`src/hw/rtl/gcdlcm_pkg.sv`:
```
// Package for the GCD/LCM unit: word types and shared width constants.
`timescale 1ns / 1ps
`default_nettype none

package gcdlcm_pkg;

    localparam int OPERAND_WIDTH_DEF = 32;
    localparam int FIELD_W           = 32;
    localparam int LCM_W             = 63;

    typedef struct packed {
        logic signed [FIELD_W-1:0] first_value;
        logic signed [FIELD_W-1:0] second_value;
    } t_in_word;

    typedef struct packed {
        logic [FIELD_W-1:0] gcd_out;
        logic [LCM_W-1:0]   lcm_out;
    } t_out_word;

endpackage

`default_nettype wire

```
`src/hw/rtl/gcd_lcm_unit.sv`:
```
// GCD and LCM of two signed operands on one shared adder under a small sequencer.
//
// Usage: present an input word on i_item and raise start while busy is low; the
// word is taken at that clock edge and busy goes high on the next cycle. Each
// operand is the low OPERAND_WIDTH bits of its field, taken as two's complement, and is
// replaced by its magnitude (the most negative value keeps its exact magnitude).
// Exactly one output word follows: o_done is high for a single cycle while
// o_result holds the GCD and the LCM, and busy is low again in that same cycle.
// The receiver cannot stall the block; it must take the word while o_done is high.
//
// Sequence: a binary GCD loop shifts, subtracts or swaps the magnitudes until one
// of them is zero; the GCD is then restored by shifting back the common factors of
// two, the first magnitude is divided by it one quotient bit per cycle, and the
// quotient times the second magnitude is formed by shift-and-add over the quotient
// bits. The GCD, divide and multiply phases share the same 2*OPERAND_WIDTH-bit
// adder. The next word can be taken in the o_done cycle. One word is in flight at
// a time. Reset (synchronous, active low) returns the sequencer to idle and drops
// o_done; no stored data needs clearing.
`timescale 1ns / 1ps
`default_nettype none

module gcd_lcm_unit #(
    parameter int OPERAND_WIDTH = gcdlcm_pkg::OPERAND_WIDTH_DEF
) (
    input  wire logic                  i_clk,
    input  wire logic                  i_rst_n,
    input  wire logic                  start,
    output logic                       busy,
    input  wire gcdlcm_pkg::t_in_word  i_item,
    output logic                       o_done,
    output gcdlcm_pkg::t_out_word      o_result
);

    localparam int W  = OPERAND_WIDTH;
    localparam int DW = 2 * W;
    localparam int KW = $clog2(W);
    localparam int CW = $clog2(W);

    localparam logic [2:0] S_IDLE = 3'd0;
    localparam logic [2:0] S_GCD  = 3'd1;
    localparam logic [2:0] S_FIN  = 3'd2;
    localparam logic [2:0] S_DIV  = 3'd3;
    localparam logic [2:0] S_MUL  = 3'd4;

    logic [2:0]    r_state;
    logic [W-1:0]  r_u;
    logic [W-1:0]  r_v;
    logic [KW-1:0] r_k;
    logic [W-1:0]  r_ma;
    logic [W-1:0]  r_mb;
    logic [W-1:0]  r_g;
    logic [W:0]    r_rem;
    logic [W-1:0]  r_quo;
    logic [DW-1:0] r_mcand;
    logic [DW-1:0] r_acc;
    logic [CW-1:0] r_cnt;
    logic          r_done;
    gcdlcm_pkg::t_out_word r_result;

    logic [W-1:0]  w_raw_a;
    logic [W-1:0]  w_raw_b;
    logic [W-1:0]  w_mag_a;
    logic [W-1:0]  w_mag_b;
    logic [W:0]    w_shifted;
    logic [DW-1:0] w_op_a;
    logic [DW-1:0] w_op_b;
    logic          w_sub;
    logic [DW:0]   w_sum;
    logic          w_ge;
    logic          w_accept;

    assign busy     = (r_state != S_IDLE);
    assign w_accept = start && !busy;
    assign o_done   = r_done;
    assign o_result = r_result;

    assign w_raw_a = i_item.first_value[W-1:0];
    assign w_raw_b = i_item.second_value[W-1:0];
    assign w_mag_a = w_raw_a[W-1] ? W'(~w_raw_a + W'(1)) : w_raw_a;
    assign w_mag_b = w_raw_b[W-1] ? W'(~w_raw_b + W'(1)) : w_raw_b;

    // Partial remainder with the next dividend bit brought in.
    assign w_shifted = {r_rem[W-1:0], r_quo[W-1]};

    // The shared adder: compare/subtract for GCD and division, add for the product.
    always_comb begin
        w_op_a = '0;
        w_op_b = '0;
        w_sub  = 1'b0;
        unique case (r_state)
            S_GCD: begin
                w_op_a = DW'(r_u);
                w_op_b = DW'(r_v);
                w_sub  = 1'b1;
            end
            S_DIV: begin
                w_op_a = DW'(w_shifted);
                w_op_b = DW'(r_g);
                w_sub  = 1'b1;
            end
            S_MUL: begin
                w_op_a = r_acc;
                w_op_b = r_mcand;
                w_sub  = 1'b0;
            end
            default: begin
                w_sub = 1'b0;
            end
        endcase
    end

    assign w_sum = {1'b0, w_op_a} + {1'b0, (w_sub ? ~w_op_b : w_op_b)} + (DW + 1)'(w_sub);
    // On a subtract, the carry out is set when the first operand is not below the second.
    assign w_ge  = w_sum[DW];

    always_ff @(posedge i_clk) begin
        if (!i_rst_n) begin
            r_state <= S_IDLE;
            r_done  <= 1'b0;
        end else begin
            r_done <= 1'b0;
            unique case (r_state)
                S_IDLE: begin
                    if (w_accept) begin
                        r_ma    <= w_mag_a;
                        r_mb    <= w_mag_b;
                        r_u     <= w_mag_a;
                        r_v     <= w_mag_b;
                        r_k     <= '0;
                        r_state <= S_GCD;
                    end
                end
                S_GCD: begin
                    // Binary GCD: strip common factors of two, then subtract odd values.
                    priority if (r_u == '0) begin
                        r_u     <= r_v;
                        r_state <= S_FIN;
                    end else if (r_v == '0) begin
                        r_state <= S_FIN;
                    end else if (!r_u[0] && !r_v[0]) begin
                        r_u <= r_u >> 1;
                        r_v <= r_v >> 1;
                        r_k <= r_k + KW'(1);
                    end else if (!r_u[0]) begin
                        r_u <= r_u >> 1;
                    end else if (!r_v[0]) begin
                        r_v <= r_v >> 1;
                    end else if (w_ge) begin
                        r_u <= w_sum[W-1:0];
                    end else begin
                        r_u <= r_v;
                        r_v <= r_u;
                    end
                end
                S_FIN: begin
                    r_g <= r_u << r_k;
                    if (r_u == '0) begin
                        r_result.gcd_out <= '0;
                        r_result.lcm_out <= '0;
                        r_done           <= 1'b1;
                        r_state          <= S_IDLE;
                    end else begin
                        r_rem   <= '0;
                        r_quo   <= r_ma;
                        r_cnt   <= CW'(W - 1);
                        r_state <= S_DIV;
                    end
                end
                S_DIV: begin
                    if (w_ge) begin
                        r_rem <= w_sum[W:0];
                        r_quo <= {r_quo[W-2:0], 1'b1};
                    end else begin
                        r_rem <= w_shifted;
                        r_quo <= {r_quo[W-2:0], 1'b0};
                    end
                    r_cnt <= r_cnt - CW'(1);
                    if (r_cnt == '0) begin
                        r_acc   <= '0;
                        r_mcand <= DW'(r_mb);
                        r_state <= S_MUL;
                    end
                end
                S_MUL: begin
                    if (r_quo == '0) begin
                        r_result.gcd_out <= gcdlcm_pkg::FIELD_W'(r_g);
                        r_result.lcm_out <= gcdlcm_pkg::LCM_W'(r_acc);
                        r_done           <= 1'b1;
                        r_state          <= S_IDLE;
                    end else begin
                        if (r_quo[0]) begin
                            r_acc <= w_sum[DW-1:0];
                        end
                        r_mcand <= r_mcand << 1;
                        r_quo   <= r_quo >> 1;
                    end
                end
                default: begin
                    r_state <= S_IDLE;
                end
            endcase
        end
    end

    // A word is only delivered at the end of a run.
    a_done_after_busy: assert property (@(posedge i_clk) disable iff (!i_rst_n)
        o_done |-> $past(busy))
        else $error("result word without a run in progress");

    a_done_single: assert property (@(posedge i_clk) disable iff (!i_rst_n)
        o_done |=> !o_done)
        else $error("result strobe held longer than one cycle");

    a_accept_busy: assert property (@(posedge i_clk) disable iff (!i_rst_n)
        w_accept |=> busy)
        else $error("accepted word did not start a run");

    a_lcm_zero: assert property (@(posedge i_clk) disable iff (!i_rst_n)
        (o_done && (o_result.gcd_out == '0)) |-> (o_result.lcm_out == '0))
        else $error("nonzero LCM with zero GCD");

    a_rem_bound: assert property (@(posedge i_clk) disable iff (!i_rst_n)
        (r_state == S_DIV) |-> (r_rem < (W + 1)'(r_g)))
        else $error("partial remainder not below the divisor");

endmodule

`default_nettype wire

```
`config.mk`:
```
export PLATFORM = sky130hd
export DESIGN_NAME = gcd_lcm_unit
export DESIGN_NICKNAME = d
export VERILOG_FILES = /design/src/hw/rtl/gcdlcm_pkg.sv /design/src/hw/rtl/gcd_lcm_unit.sv
export SDC_FILE = /design/constraint.sdc
export NUM_CORES = 1
export LEC_CHECK = 0
export BUFFER_PORTS_ARGS = -buffer_cell sky130_fd_sc_hd__clkbuf_2
export CORE_MARGIN = 4
export CORE_UTILIZATION = 55
export CTS_BUF_LIST = sky130_fd_sc_hd__clkbuf_4
export DETAILED_ROUTE_END_ITERATION = 16
export PLACE_DENSITY = 0.73
export SYNTH_ARGS = -nofsm -noshare
export SYNTH_HDL_FRONTEND = slang
export SYNTH_SLANG_ARGS = --single-unit
export TNS_END_PERCENT = 5
```
`constraint.sdc`:
```
create_clock -name i_clk -period 19.47 [get_ports i_clk]
set_input_delay 1.947 -clock i_clk [delete_from_list [all_inputs] [get_ports i_clk]]
set_output_delay 1.947 -clock i_clk [all_outputs]
set_load 0.03 [all_outputs]
```
==> metrics.cfg, run 1 <==
[sta]
hold_viol=0
setup-tns-final_ps=0
fin_crit_ps=7720
tightest_slew_ps=1240
setup_violations=0
fin_skew_ps=107
rsz0062_at_grt=no
slew_headroom_pct=17.6
fmax_ghz=0.130
drv_slew=0
post-route-period-util_pct=39.6

[logic_synthesis]
seq_area_frac_synth_pct=50.5
synth-edff-count=457
synth_area_per_cell_um2=10.4
synthTopCellsByArea=edfxtp_1, and2_1, mux2i_1
syn_nets=2753
async_flop_share_pct=0
netlist_instances=2618
synth_ff_type=edfxtp_1
synthDistinctLibCells=74
syn-cell-area_mm2=0.0273
synth-seq-cells=461
synth_top_cell_area_share_pct=50.2
yosysWarnings=0
synth_top_area_cell=edfxtp_1

[final_layout]
drive_gt1_share_pct=17.2
nets=2906
syn_to_final_growth_pct=10.6
utilization_pct=61.7
fillCellCount=4067
final_cells=3526

[floorplan]
start_util_pct=55.7
die_h_um=231
die-area_mm2=0.0533
pin_count=164
placementRows=81
fp.coreArea_mm2=0.0491
dieWidth_um=231

[min_path]
min_path_type=reg -> reg

[cts]
cts_inserted_buffers=121
postCtsHoldBufs=0
clk_latency_ps=930
path_clk_slew_ps=70
cts_sinks=461
cts_resized=0
post-cts-setup-buffer-count=0
htreeDepth=3
cts_root_buf=clkbuf_4
cts_tree=done
clockBufferDepth=3

[pwr]
p_int_mw=1.75
p_clk_share_pct=33.5
ir_worst_vdd_uv=55.9
power_density_mw_per_mm2=84.5
combPwrFrac_pct=19.2
netSwitchingFraction_pct=31.6
p_sw_uw=807
pwr-share-seq_pct=47.3
p_total_mw=2.56
leakage_nw=11.7

[global_route]
grt_pass1_wl_um=131000
first_global_vias=21600
antenna_found_initial=5
grtUsageTotal_pct=32.1
grt.overflow.total=0
grt_max_degree=107

[setup_path]
reg2reg_slack_ps=11750
required_ps=19930
crit_path_max_fanout=106
start_kind=flip-flop
cp.arrival_ps=8180
worst_setup_path_end_kind=flip-flop
criticalPathCategory=reg -> reg

[place]
gp_congestion=0.983
portBuffers=163
placed_cells=3312
hpwl_um=62300

[route]
ant_nets=0
vias_per_cell=6.41
routed_wl_um=87800
drcViolationCount=0
drt_iter0_markers=2813
routed-via-count=22600
routedWlPerCell_um=24.9
dr.pass1.iters=8

[flow_run]
drv_cap=0

[status]
status=finished, final reports clean

-- cell usage after synthesis, types with 46 or more instances --
cell and n:
xnor2_1 91, edfxtp_1 457, a21oi_1 147, inv_1 46, nor2_1 215, and2_1 196
a22o_1 62, mux2i_1 120, nand2_1 290, ha_1 67, o21bai_1 50, clkbuf_1 140
o21ai_0 140
-- metrics by stage --
step / hold slack (ps) / cell area (µm²) / setup slack (ps)
after global placement: 500 / 28700 / 11980
after global routing: 486 / 30200 / 11060
after CTS: 462 / 30200 / 11850
final: 472 / 30200 / 11750
after floorplan: 491 / 27300 / 10170
after detailed placement: 505 / 28700 / 11880
-- layer usage --
metal / part of all wire (%) / GRT usage, % / routed length, µm
met1: 40 / 43.7 / 35000
met2: 45 / 49.2 / 39400
met3: 11 / 7.80 / 9400
met4: 4.6 / 14.3 / 4010
met5: 0.055 / 0 / 48
-- power by group through the flow --
stage                     clock, mW  combinational (mW)  sequential [mW]
after global placement            0               0.472             1.22
final                         0.856               0.492             1.21
after global routing          0.931               0.526             1.21
after floorplan                   0               0.339             1.18
after detailed placement          0               0.477             1.22
after CTS                     0.874               0.480             1.20
-- cell families after synthesis --
group	Yosys count	share of synthesized area, %
adders and majority gates	68	3.14
xor gates and xnor gates	122	3.91
DFF	461	50.5
and+or+nand+nor	959	17.5
muxes	165	6.66
buffers and inverters	211	2.92
AOI/OAI and AO/OA	632	15.4
-- path summary, 6_finish.rpt --
check,from,endpoint,depth (start not counted)
worst min-delay path,r_mcand[37],r_mcand[38],1
worst max-delay path,r_state[1],r_v[22],17
worst min register to register,r_mcand[37],r_mcand[38],1
worst max register to register,r_state[1],r_v[22],17
-- worst max-delay path: stages, from the launching register on --
cell       delay (ps)
dfxtp_4           620
nor3b_4           280
buf_4             440
buf_4             740
buf_4             700
and2_1            260
o21bai_1          120
ha_1              330
a21oi_1           150
o21ai_0           140
a2111oi_0         430
a31oi_1           140
a21oi_1           460
o31ai_1           260
o31ai_4           240
buf_4             620
nand2_1           210
a31oi_4          1020
-- area by class of cell --
cell class	count	area, µm²	area share (%)
multi-input cells	1946	12800	42.5
inverters	48	180	0.596
well taps	664	831	2.75
clock inverters	37	226	0.749
clock buffers	175	1310	4.34
flip-flops and latches	461	13800	45.7
repair buffers	193	1040	3.44
diodes	2	5.00	0.0165
-- flip-flops by register name, indices dropped and copies added (netlist names) --
register  cells
r_mb         32
r_state       3
r_cnt         5
r_g          32
r_acc        64
r_k           5
o_done        1
r_u          32
o_result     95
r_v          32
r_rem        32
r_quo        32
r_ma         32
r_mcand      64
-- placed cells by master (no fill, tap or decap), types with 31 or more instances in the layout --
cell type  instances
edfxtp_1         457
nand2_1          289
nor2_1           211
and2_1           196
clkbuf_4         175
clkbuf_2         163
a21oi_1          144
o21ai_0          140
mux2i_1          120
xnor2_1           91
ha_1              67
a22o_1            62
o21bai_1          50
inv_1             46
or2_2             38
a21o_1            36
mux2_2            35
nand3b_1          33
a22oi_1           33
xor2_1            31
nor4_1            31
Power figures use the tool's default switching activity.
==> run 2: changes to the inputs <==
--- a/config.mk
+++ b/config.mk
@@ -5,12 +5,13 @@
 export SDC_FILE = /design/constraint.sdc
 export NUM_CORES = 1
 export LEC_CHECK = 0
+export ABC_AREA = 1
 export BUFFER_PORTS_ARGS = -buffer_cell sky130_fd_sc_hd__clkbuf_2
 export CORE_MARGIN = 4
 export CORE_UTILIZATION = 55
 export CTS_BUF_LIST = sky130_fd_sc_hd__clkbuf_4
 export DETAILED_ROUTE_END_ITERATION = 16
-export PLACE_DENSITY = 0.73
+export PLACE_DENSITY = 0.76
 export SYNTH_ARGS = -nofsm -noshare
 export SYNTH_HDL_FRONTEND = slang
 export SYNTH_SLANG_ARGS = --single-unit
==> constraint.sdc (replaced) <==
create_clock -name i_clk -period 7.1 [get_ports i_clk]
set_input_delay 0.71 -clock i_clk [delete_from_list [all_inputs] [get_ports i_clk]]
set_output_delay 0.71 -clock i_clk [all_outputs]
set_load 0.03 [all_outputs]
==> run 2 against run 1 <==
Net effect:
- clock power grew to 2.7 times the previous value
- critical endpoint is now r_u[3]
- largest cell class unchanged
- fmax is 29% higher
- global-route usage is 2.3 points higher
- largest power group unchanged
- register-to-register slack worse by 11000 ps
- synthesized cell count up 27%
- combinational power grew to 6.1 times the previous value
==> metrics.cfg, run 2 <==
[global_route]
grt.overflow.total=0  ; unchanged
grtUsageTotal_pct=34.4  ; +2.3 points
first_global_vias=22900  ; +6.2%
grt_max_degree=96  ; -10%
grt_pass1_wl_um=140000  ; +6.5%
antenna_found_initial=4  ; -1

[setup_path]
crit_family=simple AND/OR/NAND/NOR gates
crit_buf_inv=2  ; -2
required_ps=7870  ; -12060 ps
rr_worst_depth=23  ; +6
crit_start=r_state[0]
r2r-end=r_u[3]
reg2reg_slack_ps=1100  ; -10650 ps
crit_path_max_fanout=95  ; -10%
cp.arrival_ps=6760  ; -1420 ps
cp_slowest_cell=a221oi_1
start_kind=flip-flop
criticalPathCategory=reg -> reg
worst_setup_path_end_kind=flip-flop
cpMostUsedCell=nand2_1
path_cells=nor2_4 > nand2_8 > inv_2 > nand2_1 > a221oi_1 > ha_1 > nand2_1 > nor2_1 > nand2_1 > nand3_1 > nand3_1 > nand2_1 > nand2_1 > nand2_2 > nand2_2 > nand2_4 > buf_4 > nand2_1 > o21ai_0 > nand2_1 > nand2_1 > o21ai_0 > nand2_1
crit_path_max_incr_delay_ps=940  ; -80 ps
reg2reg_from=r_state[0]

[final_layout]
mostFrequentLayoutCell=nand2_1
final_cell_mix=nand2_1, nor2_1, inv_1, edfxtp_1, o21ai_0
largest_reg_flops=95  ; unchanged
syn_to_final_growth_pct=10.5  ; about the same
nets=3621  ; +25%
drive_gt1_share_pct=12.1  ; -5.1 points

[status]
status=finished, final reports clean

[place]
portBuffers=163  ; unchanged
gp_congestion=1.05  ; +6.4%
hpwl_um=72200  ; +16%

[route]
routed_wl_um=94600  ; +7.7%
ant_nets=0  ; unchanged
vias_per_cell=5.84  ; -8.8%
drt_iter0_markers=3269  ; +16%
routedWlPerCell_um=22.2  ; -11%
dr.pass1.iters=7  ; -1
drcViolationCount=0  ; unchanged
routed-via-count=24800  ; +9.9%

[logic_synthesis]
seq_area_frac_synth_pct=49.8  ; -0.65 points
synth-edff-count=457  ; unchanged
synth-seq-cells=461  ; unchanged
synth_commonest_cells=nand2_1, nor2_1, inv_1
synth.most_common_cell=nand2_1
synth_top_area_cell=edfxtp_1
syn-cell-area_mm2=0.0277  ; +1.3%
async_flop_share_pct=0  ; unchanged
syn_nets=3451  ; +25%
synth_ff_type=edfxtp_1
netlist_instances=3316  ; +27%
synthTopCellsByArea=edfxtp_1, nand2_1, nor2_1
synthDistinctLibCells=56  ; -24%
synth_area_per_cell_um2=8.35  ; -20%
yosysWarnings=0  ; unchanged
synth_top_cell_area_share_pct=49.6  ; -0.64 points

[flow_run]
drv_cap=0  ; unchanged

[cts]
cts_resized=0  ; unchanged
clk_latency_ps=940  ; about the same
post-cts-setup-buffer-count=0  ; unchanged
htreeDepth=3  ; unchanged
cts_sinks=461  ; unchanged
path_clk_slew_ps=60  ; about the same
cts_inserted_buffers=118  ; -2.5%
cts_tree=done
postCtsHoldBufs=0  ; unchanged
cts_root_buf=clkbuf_4
clockBufferDepth=3  ; unchanged

[sta]
fin_skew_ps=82.8  ; -24.1 ps
drv_slew=0  ; unchanged
tightest_slew_ps=1190  ; -47.4 ps
fin_crit_ps=6000  ; -1720 ps
rsz0062_at_grt=no
setup_violations=0  ; unchanged
whs_ps=48.7  ; -423 ps
setup-tns-final_ps=0  ; unchanged
slew_headroom_pct=20.5  ; +2.9 points
fmax_ghz=0.167  ; +29%
post-route-period-util_pct=84.5  ; +45 points
hold_viol=0  ; unchanged

[min_path]
hold_start=i_item[0]
min_to=r_mb[0]
min_path_cells=1  ; unchanged
min_path_type=in -> reg

[floorplan]
start_util_pct=56.1  ; +0.37 points
die_h_um=232  ; +0.62%
dieWidth_um=232  ; +0.62%
fp.coreArea_mm2=0.0494  ; +0.62%
die-area_mm2=0.0540  ; +1.3%
placementRows=81  ; unchanged
pin_count=164  ; unchanged

[pwr]
power_density_mw_per_mm2=290  ; +240%
ir_worst_vdd_uv=175  ; +210%
leakage_nw=13.1  ; +12%

## run 2: cell count changes after synthesis, sizes merged, moves of 58 or more
cell,delta
mux2i,-91
o22ai,+58
nor2,+260
o21ai,+148
inv,+425
a22o,-62
and2,-194
nand2,+413
xnor2,-72
## run 2: cell type report
class                           instances  area (µm²)
Fill cell                            4429       18700
Timing Repair Buffer                  192        1060
Multi-Input combinational cell       2241       11600
Clock inverter                         55         302
Tap cell                              664         831
Clock buffer                          160        1200
Inverter                              472        1770
Antenna cell                            6        15.0
Sequential cell                       461       13800
## run 2: routing by layer
metal / up-vias / track usage [%] / wire length, µm
met5: - / 0 / 0
met4: 0 / 14.4 / 4280
met3: 174 / 11.8 / 13000
met2: 1498 / 47.4 / 37800
met1: 11500 / 49.7 / 39500
li1: 11700 / - / -
## run 2: worst max-delay path by stage
stage	to	depth (start not counted)
6_report	r_u[3]	23
5_1_grt	r_u[3]	25
2_1_floorplan	r_acc[0]	8
3_3_place_gp	r_u[3]	25
4_1_cts	r_u[3]	25
3_5_place_dp	r_u[3]	25
## run 2: through the flow
step	utilization [%]	instance area, µm²	worst slack, ps	power [mW]	cells
3_5_place_dp	58.9	29100	1350	6.49	4030
5_1_grt	62.0	30600	886	9.30	4250
6_report	62.0	30600	1100	8.88	4251
2_1_floorplan	-	27700	414	5.46	3316
4_1_cts	62.0	30600	1310	8.77	4245
3_3_place_gp	58.9	29100	1500	6.49	4030
## run 2: cells by family (layout without fill, tap and decap cells)
| kind of cell | count (synthesis) | count (layout) | share of synthesized area (%) |
|---|---|---|---|
| muxes | 29 | 29 | 1.05 |
| and+or+nand+nor | 1364 | 1364 | 20.1 |
| DFF | 461 | 461 | 49.8 |
| adders and majority gates | 68 | 68 | 3.10 |
| xor gates and xnor gates | 81 | 81 | 2.56 |
| other | 0 | 6 | 0 |
| buffers and inverters | 614 | 879 | 8.57 |
| AOI/OAI and AO/OA | 699 | 699 | 14.7 |
## run 2: worst register-to-register path: cells and delay by family, from the launching register on
kind	cells	cell delay [ps]
AOI/OAI and AO/OA	3	1170
buffers and inverters	2	1430
DFF	1	440
and+or+nand+nor	17	2480
adders and majority gates	1	320
## run 2: power by group
| part | switching, mW | internal, mW | leakage (nW) |
|---|---|---|---|
| Sequential | 0.229 | 3.36 | 4.33 |
| Clock | 1.13 | 1.16 | 0.881 |
| Combinational | 2.20 | 0.803 | 7.88 |
